[src/rtl/utf8_lenient_decoder_top_macros.svh]
// Assertion shorthands for the UTF-8 decoder.
// Each takes a label, clock, active-low reset, antecedent and consequent.
`ifndef UTF8_LENIENT_DECODER_TOP_MACROS_SVH
`define UTF8_LENIENT_DECODER_TOP_MACROS_SVH

`ifndef SYNTHESIS
`define U8LD_ASSERT_IMP(lbl, clk, rstn, ante, cons) \
  lbl: assert property (@(posedge clk) disable iff (!rstn) (ante) |-> (cons)) \
    else $error("u8ld assertion failed");
`define U8LD_ASSERT_NXT(lbl, clk, rstn, ante, cons) \
  lbl: assert property (@(posedge clk) disable iff (!rstn) (ante) |=> (cons)) \
    else $error("u8ld assertion failed");
`else
`define U8LD_ASSERT_IMP(lbl, clk, rstn, ante, cons)
`define U8LD_ASSERT_NXT(lbl, clk, rstn, ante, cons)
`endif

`endif

[src/rtl/u8ld_pkg.sv]
`timescale 1ns / 1ps

package u8ld_pkg;

  localparam int unsigned FIFO_DEPTH = 2;
  localparam int unsigned BUF_DEPTH  = 4;
  localparam logic [20:0] REPL_CP    = 21'h00FFFD;

  // Byte with its class, worked out once on entry
  typedef struct packed {
    logic [7:0] data;
    logic       bad;   // cannot start a sequence
    logic [2:0] need;  // sequence length from this lead (1 when bad)
    logic       cont;  // 10xxxxxx
  } byte_cls_t;

  typedef struct packed {
    byte_cls_t b;
    logic      fin;
  } item_t;

  typedef struct packed {
    logic  valid;
    item_t item;
  } q_port_t;

  function automatic byte_cls_t classify(logic [7:0] b);
    byte_cls_t c;
    c.data = b;
    c.bad  = 1'b0;
    c.need = 3'd1;
    c.cont = ((b & 8'hC0) == 8'h80);
    priority if (b < 8'h80) begin
      c.need = 3'd1;
    end else if ((b & 8'hE0) == 8'hC0) begin
      c.need = 3'd2;
    end else if ((b & 8'hF0) == 8'hE0) begin
      c.need = 3'd3;
    end else if ((b & 8'hF8) == 8'hF0) begin
      c.need = 3'd4;
    end else begin
      c.bad  = 1'b1;
      c.need = 3'd1;
    end
    return c;
  endfunction

  function automatic logic [20:0] decode(logic [7:0] b0, logic [7:0] b1,
                                         logic [7:0] b2, logic [7:0] b3,
                                         logic [2:0] need);
    logic [20:0] cp;
    unique case (need)
      3'd1:    cp = {13'd0, b0};
      3'd2:    cp = {10'd0, b0[4:0], b1[5:0]};
      3'd3:    cp = {5'd0, b0[3:0], b1[5:0], b2[5:0]};
      default: cp = {b0[2:0], b1[5:0], b2[5:0], b3[5:0]};
    endcase
    return cp;
  endfunction

endpackage

[src/rtl/u8ld_in_if.sv]
`timescale 1ns / 1ps

interface u8ld_in_if;
  logic       valid;
  logic       ready;
  logic [7:0] in_byte;
  logic       final_byte;

  modport source (output valid, output in_byte, output final_byte, input ready);
  modport sink   (input valid, input in_byte, input final_byte, output ready);
endinterface

[src/rtl/u8ld_out_if.sv]
`timescale 1ns / 1ps

interface u8ld_out_if;
  logic        valid;
  logic        ready;
  logic [20:0] code_point;
  logic        run_last;
  logic        text_end;

  modport source (output valid, output code_point, output run_last, output text_end,
                  input ready);
  modport sink   (input valid, input code_point, input run_last, input text_end,
                  output ready);
endinterface

[src/rtl/u8ld_front.sv]
`timescale 1ns / 1ps
`include "utf8_lenient_decoder_top_macros.svh"

module u8ld_front #(
  parameter int unsigned FIFO_DEPTH = u8ld_pkg::FIFO_DEPTH
) (
  input  logic               clk,
  input  logic               rst_n,
  u8ld_in_if.sink            in_if,
  output u8ld_pkg::q_port_t  q_out,
  input  logic               q_pop
);

  localparam int unsigned PW = $clog2(FIFO_DEPTH);
  localparam int unsigned CW = $clog2(FIFO_DEPTH + 1);

  u8ld_pkg::item_t mem_r [FIFO_DEPTH];
  logic [PW-1:0]   wr_ptr_r, wr_ptr_nxt;
  logic [PW-1:0]   rd_ptr_r, rd_ptr_nxt;
  logic [CW-1:0]   cnt_r, cnt_nxt;
  logic            push;
  u8ld_pkg::item_t push_item;

  assign in_if.ready = (cnt_r != CW'(FIFO_DEPTH));
  assign push        = in_if.valid && in_if.ready;

  always_comb begin
    push_item.b   = u8ld_pkg::classify(in_if.in_byte);
    push_item.fin = in_if.final_byte;
  end

  always_comb begin
    wr_ptr_nxt = wr_ptr_r;
    rd_ptr_nxt = rd_ptr_r;
    cnt_nxt    = cnt_r;
    if (push) begin
      wr_ptr_nxt = (wr_ptr_r == PW'(FIFO_DEPTH - 1)) ? '0 : wr_ptr_r + 1'b1;
    end
    if (q_pop) begin
      rd_ptr_nxt = (rd_ptr_r == PW'(FIFO_DEPTH - 1)) ? '0 : rd_ptr_r + 1'b1;
    end
    if (push && !q_pop) begin
      cnt_nxt = cnt_r + 1'b1;
    end else if (!push && q_pop) begin
      cnt_nxt = cnt_r - 1'b1;
    end
  end

  always_ff @(posedge clk) begin
    if (!rst_n) begin
      wr_ptr_r <= '0;
      rd_ptr_r <= '0;
      cnt_r    <= '0;
    end else begin
      wr_ptr_r <= wr_ptr_nxt;
      rd_ptr_r <= rd_ptr_nxt;
      cnt_r    <= cnt_nxt;
    end
  end

  always_ff @(posedge clk) begin
    if (push) begin
      mem_r[wr_ptr_r] <= push_item;
    end
  end

  assign q_out.valid = (cnt_r != '0);
  assign q_out.item  = mem_r[rd_ptr_r];

  `U8LD_ASSERT_IMP(a_fifo_bound, clk, rst_n, 1'b1, cnt_r <= CW'(FIFO_DEPTH))
  `U8LD_ASSERT_IMP(a_pop_nonempty, clk, rst_n, q_pop, cnt_r != '0)
  `U8LD_ASSERT_NXT(a_push_grows, clk, rst_n, push && !q_pop, cnt_r == $past(cnt_r) + 1'b1)

endmodule

[src/rtl/u8ld_back.sv]
`timescale 1ns / 1ps
`include "utf8_lenient_decoder_top_macros.svh"

module u8ld_back (
  input  logic              clk,
  input  logic              rst_n,
  input  u8ld_pkg::q_port_t q_in,
  output logic              q_pop,
  u8ld_out_if.source        out_if
);

  localparam int unsigned BD = u8ld_pkg::BUF_DEPTH;

  // pending sequence bytes
  u8ld_pkg::byte_cls_t buf_r [BD];
  u8ld_pkg::byte_cls_t buf_nxt [BD];
  logic [2:0]          cnt_r, cnt_nxt;
  logic                busy_r, busy_nxt;
  logic                fin_r, fin_nxt;

  // working view for this cycle's parse step
  u8ld_pkg::byte_cls_t w [BD];
  u8ld_pkg::byte_cls_t s [BD];
  logic [2:0]          wcnt;
  logic                wfin;
  logic                wvalid;

  logic        incomplete, ok, more, emit, last, te, go, can_load;
  logic        s_incomplete;
  logic [2:0]  consume, rem, sel;
  logic [20:0] res_cp;

  logic        out_valid_r, out_valid_nxt;
  logic [20:0] out_cp_r;
  logic        out_last_r;
  logic        out_te_r;

  always_comb begin
    for (int i = 0; i < BD; i++) begin
      w[i] = buf_r[i];
    end
    wcnt   = cnt_r;
    wfin   = fin_r;
    wvalid = busy_r;
    if (!busy_r) begin
      // append the fresh byte behind what is pending
      wvalid             = q_in.valid;
      wfin               = q_in.item.fin;
      w[cnt_r[1:0]]      = q_in.item.b;
      wcnt               = cnt_r + 3'd1;
    end
  end

  always_comb begin
    sel          = '0;
    incomplete   = !w[0].bad && (w[0].need > wcnt);
    ok           = !w[0].bad && !incomplete
                   && ((w[0].need < 3'd2) || w[1].cont)
                   && ((w[0].need < 3'd3) || w[2].cont)
                   && ((w[0].need < 3'd4) || w[3].cont);
    consume      = ok ? w[0].need : 3'd1;
    rem          = wcnt - consume;
    for (int i = 0; i < BD; i++) begin
      sel = 3'(i) + consume;
      s[i] = (sel < 3'(BD)) ? w[sel[1:0]] : w[i];
    end
    s_incomplete = !s[0].bad && (s[0].need > rem);
    more         = (rem != 3'd0) && (wfin || !s_incomplete);
    emit         = !incomplete || wfin;
    last         = incomplete || !more;
    te           = last && wfin;
    res_cp       = ok ? u8ld_pkg::decode(w[0].data, w[1].data, w[2].data, w[3].data,
                                         w[0].need)
                      : u8ld_pkg::REPL_CP;
    can_load     = !out_valid_r || out_if.ready;
    go           = wvalid && (!emit || can_load);
    q_pop        = go && !busy_r;
  end

  always_comb begin
    for (int i = 0; i < BD; i++) begin
      buf_nxt[i] = buf_r[i];
    end
    cnt_nxt  = cnt_r;
    busy_nxt = busy_r;
    fin_nxt  = fin_r;
    if (go) begin
      if (incomplete) begin
        for (int i = 0; i < BD; i++) begin
          buf_nxt[i] = w[i];
        end
        busy_nxt = 1'b0;
        cnt_nxt  = wfin ? 3'd0 : wcnt;
      end else begin
        for (int i = 0; i < BD; i++) begin
          buf_nxt[i] = s[i];
        end
        busy_nxt = more;
        fin_nxt  = wfin;
        cnt_nxt  = (wfin && !more) ? 3'd0 : rem;
      end
    end
  end

  always_comb begin
    out_valid_nxt = out_valid_r;
    if (can_load) begin
      out_valid_nxt = go && emit;
    end
  end

  always_ff @(posedge clk) begin
    if (!rst_n) begin
      cnt_r       <= '0;
      busy_r      <= 1'b0;
      fin_r       <= 1'b0;
      out_valid_r <= 1'b0;
    end else begin
      cnt_r       <= cnt_nxt;
      busy_r      <= busy_nxt;
      fin_r       <= fin_nxt;
      out_valid_r <= out_valid_nxt;
    end
  end

  always_ff @(posedge clk) begin
    for (int i = 0; i < BD; i++) begin
      buf_r[i] <= buf_nxt[i];
    end
    if (go && emit) begin
      out_cp_r   <= res_cp;
      out_last_r <= last;
      out_te_r   <= te;
    end
  end

  assign out_if.valid      = out_valid_r;
  assign out_if.code_point = out_cp_r;
  assign out_if.run_last   = out_last_r;
  assign out_if.text_end   = out_te_r;

  `U8LD_ASSERT_IMP(a_pending_bound, clk, rst_n, 1'b1, cnt_r <= 3'd3)
  `U8LD_ASSERT_IMP(a_busy_has_bytes, clk, rst_n, busy_r, cnt_r != 3'd0)
  `U8LD_ASSERT_NXT(a_end_clears, clk, rst_n, go && emit && te, (cnt_r == 3'd0) && !busy_r)
  `U8LD_ASSERT_IMP(a_end_is_last, clk, rst_n, out_valid_r && out_te_r, out_last_r)

endmodule

[src/rtl/utf8_lenient_decoder_top.sv]
`timescale 1ns / 1ps
// Path: an accepted input beat goes into a queue entry, then its first result into
//   the output register. Throughput: one byte per cycle while the output is ready,
//   when a byte gives at most one code point; a byte that releases several results
//   (up to 4) holds the parser; one result per cycle while the output is ready.
// Reset: synchronous, active low; clears queue, pending count and output valid.

module utf8_lenient_decoder_top #(
  parameter int unsigned FIFO_DEPTH = u8ld_pkg::FIFO_DEPTH  // queue entries, 2 to 8
) (
  input  logic       clk,
  input  logic       rst_n,
  u8ld_in_if.sink    in_if,
  u8ld_out_if.source out_if
);

  // Front end: classifies each byte (lead length, continuation, bad lead)
  // and holds it in a short queue so it can take a beat while the back
  // end works through an error burst.
  u8ld_pkg::q_port_t q;
  logic              q_pop;

  u8ld_front #(
    .FIFO_DEPTH(FIFO_DEPTH)
  ) u_front (
    .clk   (clk),
    .rst_n (rst_n),
    .in_if (in_if),
    .q_out (q),
    .q_pop (q_pop)
  );

  // Back end: appends the byte to the pending sequence and runs one parse
  // step per cycle while the output register can take a beat; each step that ends a
  // sequence or finds an error yields one code point or U+FFFD into that register.
  u8ld_back u_back (
    .clk    (clk),
    .rst_n  (rst_n),
    .q_in   (q),
    .q_pop  (q_pop),
    .out_if (out_if)
  );

endmodule
[src/flat_wrapper.sv]
// flat-port wrapper written by rule: the top's interface ports become plain ports
module utf8_lenient_decoder_top_flat 
#(
  parameter int unsigned FIFO_DEPTH = u8ld_pkg::FIFO_DEPTH                          
)
  (clk, rst_n, in_if_valid, in_if_in_byte, in_if_final_byte, in_if_ready, out_if_valid, out_if_code_point, out_if_run_last, out_if_text_end, out_if_ready);
  u8ld_in_if in_if_i ();
  u8ld_out_if out_if_i ();
  input  logic clk;
  input  logic rst_n;
  input wire logic [$bits(in_if_i.valid)-1:0] in_if_valid;
  input wire logic [$bits(in_if_i.in_byte)-1:0] in_if_in_byte;
  input wire logic [$bits(in_if_i.final_byte)-1:0] in_if_final_byte;
  output wire logic [$bits(in_if_i.ready)-1:0] in_if_ready;
  output wire logic [$bits(out_if_i.valid)-1:0] out_if_valid;
  output wire logic [$bits(out_if_i.code_point)-1:0] out_if_code_point;
  output wire logic [$bits(out_if_i.run_last)-1:0] out_if_run_last;
  output wire logic [$bits(out_if_i.text_end)-1:0] out_if_text_end;
  input wire logic [$bits(out_if_i.ready)-1:0] out_if_ready;
  assign in_if_i.valid = in_if_valid;
  assign in_if_i.in_byte = in_if_in_byte;
  assign in_if_i.final_byte = in_if_final_byte;
  assign in_if_ready = in_if_i.ready;
  assign out_if_valid = out_if_i.valid;
  assign out_if_code_point = out_if_i.code_point;
  assign out_if_run_last = out_if_i.run_last;
  assign out_if_text_end = out_if_i.text_end;
  assign out_if_i.ready = out_if_ready;
  utf8_lenient_decoder_top #(.FIFO_DEPTH(FIFO_DEPTH)) u_core (.clk(clk), .rst_n(rst_n), .in_if(in_if_i), .out_if(out_if_i));
endmodule
[config.mk]
export PLATFORM = sky130hd
export DESIGN_NAME = utf8_lenient_decoder_top_flat
export DESIGN_NICKNAME = d
export VERILOG_FILES = /design/src/rtl/u8ld_pkg.sv /design/src/rtl/u8ld_in_if.sv /design/src/rtl/u8ld_out_if.sv /design/src/rtl/u8ld_front.sv /design/src/rtl/u8ld_back.sv /design/src/rtl/utf8_lenient_decoder_top.sv /design/src/flat_wrapper.sv
export VERILOG_INCLUDE_DIRS = /design/src /design/src/rtl
export SDC_FILE = /design/constraint.sdc
export NUM_CORES = 1
export LEC_CHECK = 0
export ABC_AREA = 1
export BUFFER_PORTS_ARGS = -buffer_cell sky130_fd_sc_hd__clkbuf_2
export CAP_MARGIN = 15
export CELL_PAD_IN_SITES_DETAIL_PLACEMENT = 1
export CELL_PAD_IN_SITES_GLOBAL_PLACEMENT = 1
export CORE_ASPECT_RATIO = 0.8
export CORE_MARGIN = 2
export CORE_UTILIZATION = 47
export CTS_CLUSTER_SIZE = 14
export DETAILED_ROUTE_END_ITERATION = 8
export GPL_TIMING_DRIVEN = 0
export HOLD_SLACK_MARGIN = 0.1
export PLACE_DENSITY = 0.87
export SLEW_MARGIN = 20
export SYNTH_ARGS = -nofsm -noshare
export SYNTH_HDL_FRONTEND = slang
export SYNTH_HIERARCHICAL = 1
export SYNTH_SLANG_ARGS = --single-unit
[constraint.sdc]
create_clock -name clk -period 6.05 [get_ports clk]
set_clock_uncertainty 0.1 [all_clocks]
set_input_delay 0.605 -clock clk [delete_from_list [all_inputs] [get_ports clk]]
set_output_delay 0.605 -clock clk [all_outputs]
set_load 0.02 [all_outputs]
==> run_results.csv, run 1 <==
group,metric,value,unit
cts,root_buffer,"clkbuf_16",
floorplan,initial_utilization,0.474,
flow_run,cap_violations,0,
worst_setup_path,setup.worst_path.end_class,"register",
routing,wl,23.7,mm
layout,fin_cells,1084,
global_routing,grt_pass1_wl,36.8,mm
worst_setup_path,worst_ep_required_time,6220,ps
cts,cts_max_level,4,
worst_setup_path,crit_family,"simple AND/OR/NAND/NOR gates",
worst_setup_path,max_stage_delay,520,ps
sta,finalCritPeriodShare,0.905,
logic_synthesis,synth-compound-area-share,0.193,
sta,layout_setup_ws,575,ps
sta,setup_viol,0,
floorplan,core_area,14900,sq um
outcome,status,"complete, no violations",
logic_synthesis,synth_mux_area_frac,0.0357,
sta,rsz0062_at_grt,"false",
routing,wl_per_cell,21.9,um
sta,fin_setup_tns,0,ps
place,hpwlAfterDp,17.5,mm
logic_synthesis,synth_top_family_by_area,"compound AO/OA/AOI/OAI gates",
min_path,hp-start,"in_if_final_byte",
layout,fillerInstances,1772,
sta,worstMarginPinSlew,1110,ps
routing,via_per_inst,6.08,
logic_synthesis,post_synth_num_cell_types,50,
sta,period_minus_slack,5480,ps
min_path,hold_path_class,"in -> reg",
floorplan,dieHeight,114,um
cts,ctsResizeCount,0,
cts,insertion_delay,420,ps
layout,num_antenna_cells,0,
place,dpl.cell_count,1052,
cts,path_clk_slew,60,ps
routing,drc,0,
global_routing,grt_max_degree,56,
logic_synthesis,synth_xor_area_frac,0.00248,
layout,final_nets,909,
global_routing,grt.total_usage,0.305,
logic_synthesis,syn_area_per_cell,8.54,sq um
sta,slew_headroom,0.254,
sta,max_freq,183,MHz
routing,vias,6596,
cts,cts_buffers,17,
worst_setup_path,start_kind,"register",
cts,clk_path_buf_depth,2,
routing,antenna_left,0,
logic_synthesis,netlist_instances,826,
cts,post_cts_hold_buffer_count,0,
worst_setup_path,critPathMaxFanout,11,
logic_synthesis,syn_area,7050,sq um
logic_synthesis,synth_async_sr_flop_share,0,
logic_synthesis,synth_fa_ha_area_frac,0.0259,
logic_synthesis,synth_seq_cells,114,
floorplan,die_x,141,um
global_routing,grt_overflow_total,0,
logic_synthesis,yosys_warnings,6,
floorplan,boundaryPins,38,
logic_synthesis,syn-num-nets,853,
global_routing,first_global_vias,6393,
logic_synthesis,synth-edff-count,103,
worst_setup_path,critical-path-slowest-cell,"dfxtp_1",
logic_synthesis,yosysSeqAreaShare,0.470,
logic_synthesis,ys.flop_type,"edfxtp_1",
routing,dr.pass1.iters,5,
cts,post_cts.repair.setup_buffers,0,
floorplan,num_rows,40,
worst_setup_path,arrival,5650,ps
place,pre_cts_ws,652,ps
cts,tritoncts,"done",
floorplan,die_area,16000,sq um
sta,slew_violations,0,
place,port_buffers,37,
worst_setup_path,critPathMostFrequentCell,"nand2_1",
cts,cts.sinks,114,
layout,drive_gt1_frac,0.168,
routing,drt_iter0_markers,863,
layout,post-route-util,0.541,
place,gp_congestion,0.945,
logic_synthesis,post_synth_and_or_nand_nor_area_fraction,0.183,
worst_setup_path,critical_path_class,"reg -> reg",
sta,hold_viol_final,0,
worst_setup_path,critical_path_buf_inv_count,7,
layout,area_growth,14.0,%
global_routing,antenna_found_initial,0,
[cell type report]
class / instances / area, sq um / area share
clock inverters: 15 / 135 / 0.0168
inverters: 106 / 403 / 0.0501
flip-flops and latches: 114 / 3310 / 0.412
multi-input cells: 565 / 3110 / 0.386
clock buffers: 17 / 425 / 0.0529
repair buffers: 37 / 185 / 0.0230
well taps: 189 / 236 / 0.0294
plain buffers: 41 / 235 / 0.0293
[final timing paths]
check                                       end  slack, ps  cells past startpoint
setup / recovery  u_core/u_back/out_if.text_end        570                     27
hold / removal       u_core/u_front/mem_r[1][0]        270                      1
setup reg to reg  u_core/u_back/out_if.text_end        570                     27
hold reg to reg         u_core/u_front/cnt_r[0]        390                      1
[Yosys cell counts, types with 3 or more instances]
cell type,number,area share
nand4_1,4,0.0035
o211ai_1,11,0.012
o22ai_1,43,0.038
nand3_1,13,0.0092
mux2_2,17,0.027
o221ai_1,6,0.0075
inv_2,8,0.0043
a21oi_1,25,0.018
o21a_1,3,0.0032
nand2_2,7,0.0062
edfxtp_1,103,0.44
nand2_4,3,0.0048
nor2_1,75,0.040
dfxtp_1,11,0.031
nand3_2,5,0.0071
o21ai_0,76,0.054
nor3_1,7,0.0050
nand2_1,158,0.084
o21ai_1,62,0.044
buf_6,7,0.011
inv_1,96,0.051
clkbuf_1,12,0.0064
buf_2,20,0.014
ha_1,13,0.023
a31oi_1,5,0.0044
mux2i_1,6,0.0085
[sequential cells by signal, indices dropped and copies added (netlist names), 2 cells and up, named ones only]
name,count
u_core/u_back/buf_r,52
u_core/u_back/cnt_r,3
u_core/u_back/out_if.code_point,21
u_core/u_front/cnt_r,2
u_core/u_front/mem_r,28
[logic make-up after synthesis]
kind of cell | count (synthesis)
adder cells (fa/ha/maj) | 14
multiplexers | 23
AND/OR/NAND/NOR | 285
flip-flops | 114
XOR/XNOR | 2
AO/OA/AOI/OAI | 241
buffers and inverters | 147
[worst register-to-register path, stage by stage, from the launching register on]
cell and delay (ps):
dfxtp_1 520, buf_6 210, mux2_2 270, inv_1 100
o21ai_1 320, inv_2 170, ha_1 320, nand3_1 110
nand2_1 110, nand3_2 130, nor2_8 180, nand2_2 90
buf_6 180, nor2_8 120, inv_2 90, buf_2 240
fa_1 440, xnor2_1 210, nand4_1 120, nand2_1 140
inv_1 60, ha_1 320, nand2_1 80, nor2_1 100
a211oi_1 60, a311oi_1 300, nand2_2 120, a21boi_1 140
[per-layer routing]
| metal | share of wire | up-vias | track usage | wire (um) |
|---|---|---|---|---|
| li1 | - | 2993 | - | - |
| met1 | 0.44 | 3169 | 0.444 | 10500 |
| met2 | 0.43 | 391 | 0.446 | 10200 |
| met3 | 0.11 | 43 | 0.0869 | 2680 |
| met4 | 0.016 | 0 | 0.0860 | 374 |
| met5 | 0 | - | 0 | 0 |
[placed cells by master (no fill, tap or decap), types with 7 or more instances in the layout]
cell	count
nor2_1	73
mux2_2	17
buf_2	20
nand2_1	158
o21ai_1	62
clkbuf_16	17
nand2_2	7
nand3_1	13
ha_1	13
dfxtp_1	11
clkbuf_2	37
clkbuf_1	12
o211ai_1	11
buf_6	7
edfxtp_1	103
inv_1	96
o22ai_1	43
a21oi_1	25
nor3_1	7
o21ai_0	76
inv_2	7
[stage by stage]
step	hold slack, ps	cell area, sq um
after detailed placement	370	7480
after global placement	360	7470
final	269	8040
after floorplan	343	7050
after CTS	260	8040
after global routing	260	8040
Power of run 1 is left out: the tool's default activity adds up to more than one toggle a clock period on the data nets, which glitch-free logic cannot reach.
==> run 2, diff against run 1 <==
CORE_ASPECT_RATIO = 0.9   (was 0.8)
CORE_UTILIZATION = 27   (was 47)
PLACE_DENSITY = 0.58   (was 0.87)
==> run 2 against run 1 <==
  * Via count fell by 4.4%
  * Design area up 3.3%
  * Hold slack better by 4.7 ps
  * Register-to-register slack lost 80 ps
  * Sequential cell count unchanged
  * Sequential share of layout area fell by 1.3 points
  * Highest routed layer unchanged
  * Non-clock buffer count unchanged
  * Clock-buffer cell count unchanged
  * Fmax is 1.4% lower
  * First-iteration DRC count down 39%
  * Core utilization down 22 points
==> run_results.csv, run 2 (synthesis results as in run 1) <==
group,metric,value,unit
outcome,status,"complete, no violations",
floorplan,boundaryPins,38,
sta,hold_viol_final,0,
worst_setup_path,crit_chain,"buf_6 -> mux2_2 -> inv_1 -> o21ai_1 -> inv_2 -> ha_1 -> inv_1 -> nand3_1 -> nand2_1 -> nand2_1 -> nand3_2 -> nor2_8 -> nand2_2 -> buf_6 -> nor2_8 -> inv_2 -> buf_2 -> ha_1 -> clkbuf_1 -> inv_1 -> clkbuf_1 -> o21ai_0 -> o22ai_1",
global_routing,first_global_vias,6292,
layout,final_nets,909,
sta,worstMarginPinSlew,932,ps
sta,slew_headroom,0.372,
global_routing,antenna_found_initial,0,
cts,clk_path_buf_depth,2,
floorplan,core_area,25900,sq um
global_routing,grt_max_degree,56,
routing,wl_per_cell,20.4,um
worst_setup_path,max_stage_delay,530,ps
layout,largest_reg_flops,52,
routing,wl,25.3,mm
cts,insertion_delay,420,ps
layout,area_growth,17.8,%
cts,cts.sinks,114,
place,place_area,7680,sq um
sta,slew_violations,0,
global_routing,grt.total_usage,0.189,
worst_setup_path,critical-path-slowest-cell,"clkbuf_1",
routing,via_per_inst,5.07,
cts,tritoncts,"done",
routing,antenna_left,0,
floorplan,die_x,174,um
sta,rsz0062_at_grt,"false",
layout,post-route-util,0.321,
worst_setup_path,critPathMostFrequentCell,"inv_1",
routing,drt_iter0_markers,526,
layout,layout_commonest_cell,"nand2_1",
global_routing,grt_pass1_wl,38.6,mm
sta,period_minus_slack,5550,ps
sta,setup_viol,0,
layout,fillerInstances,3057,
sta,finalCritPeriodShare,0.918,
cts,post_cts_hold_buffer_count,0,
worst_setup_path,worst_ep_required_time,6090,ps
place,gp_congestion,0.833,
layout,largest_register,"u_core/u_back/buf_r",
cts,cts_buffers,17,
place,hpwlAfterDp,18.1,mm
worst_setup_path,start_kind,"register",
sta,fin_setup_tns,0,ps
place,port_buffers,37,
worst_setup_path,critical_path_class,"reg -> reg",
worst_setup_path,critPathMaxFanout,11,
floorplan,initial_utilization,0.273,
floorplan,die_area,27400,sq um
worst_setup_path,setup.worst_path.end_class,"register",
floorplan,dieHeight,157,um
layout,drive_gt1_frac,0.168,
worst_setup_path,arrival,5600,ps
flow_run,cap_violations,0,
cts,post_cts.repair.setup_buffers,0,
layout,mostFrequentLayoutCells,"158 x nand2_1, 103 x edfxtp_1, 96 x inv_1, 76 x o21ai_0, 73 x nor2_1",
global_routing,grt_overflow_total,0,
layout,num_antenna_cells,0,
floorplan,num_rows,56,
cts,root_buffer,"clkbuf_16",
cts,cts_max_level,4,
min_path,hold_path_class,"in -> reg",
cts,path_clk_slew,60,ps
routing,drc,0,
routing,dr.pass1.iters,5,
cts,ctsResizeCount,0,
layout,design_area,8310,sq um
routing,vias,6305,
sta,max_freq,180,MHz
==> run 2: area by class of cell <==
class | instances | area, sq um | area share
repair buffers | 37 | 185 | 0.0223
flip-flops and latches | 114 | 3310 | 0.399
clock inverters | 15 | 205 | 0.0247
inverters | 106 | 403 | 0.0485
well taps | 348 | 435 | 0.0524
clock buffers | 17 | 425 | 0.0512
plain buffers | 41 | 235 | 0.0283
multi-input cells | 565 | 3110 | 0.374
==> run 2: per-layer routing <==
metal / global-route usage / up-vias / part of all wire
li1: - / 2992 / -
met3: 0.0333 / 24 / 0.055
met1: 0.263 / 3112 / 0.48
met2: 0.304 / 177 / 0.45
met5: 0 / - / 0
met4: 0.0488 / 0 / 0.016
==> run 2: stage by stage <==
stage	hold WS, ps	cells	setup WS [ps]
2_1_floorplan	343	826	1600
5_1_grt	254	1243	316
3_3_place_gp	358	1211	656
4_1_cts	261	1243	626
6_report	274	1243	497
3_5_place_dp	376	1211	662
==> run 2: path summary, 6_finish.rpt <==
kind | startpoint | end | slack, ps | cells after the start
worst min-delay path | in_if_in_byte[2] | u_core/u_front/mem_r[0][8] | 270 | 1
worst max-delay path | register | u_core/u_back/buf_r[1][2] | 500 | 23
worst min register to register | u_core/u_front/cnt_r[0] | u_core/u_front/cnt_r[0] | 380 | 1
worst max register to register | register | u_core/u_back/buf_r[1][2] | 500 | 23
==> run 2: critical path, delay by kind of cell (launching register included) <==
family,cells,cell delay [ps]
fa+ha+maj,2,510
compound gates,3,540
buf+inv,10,2460
simple gates,7,740
mux,1,370
flops,1,510
Power of run 2 is left out for the same reason.
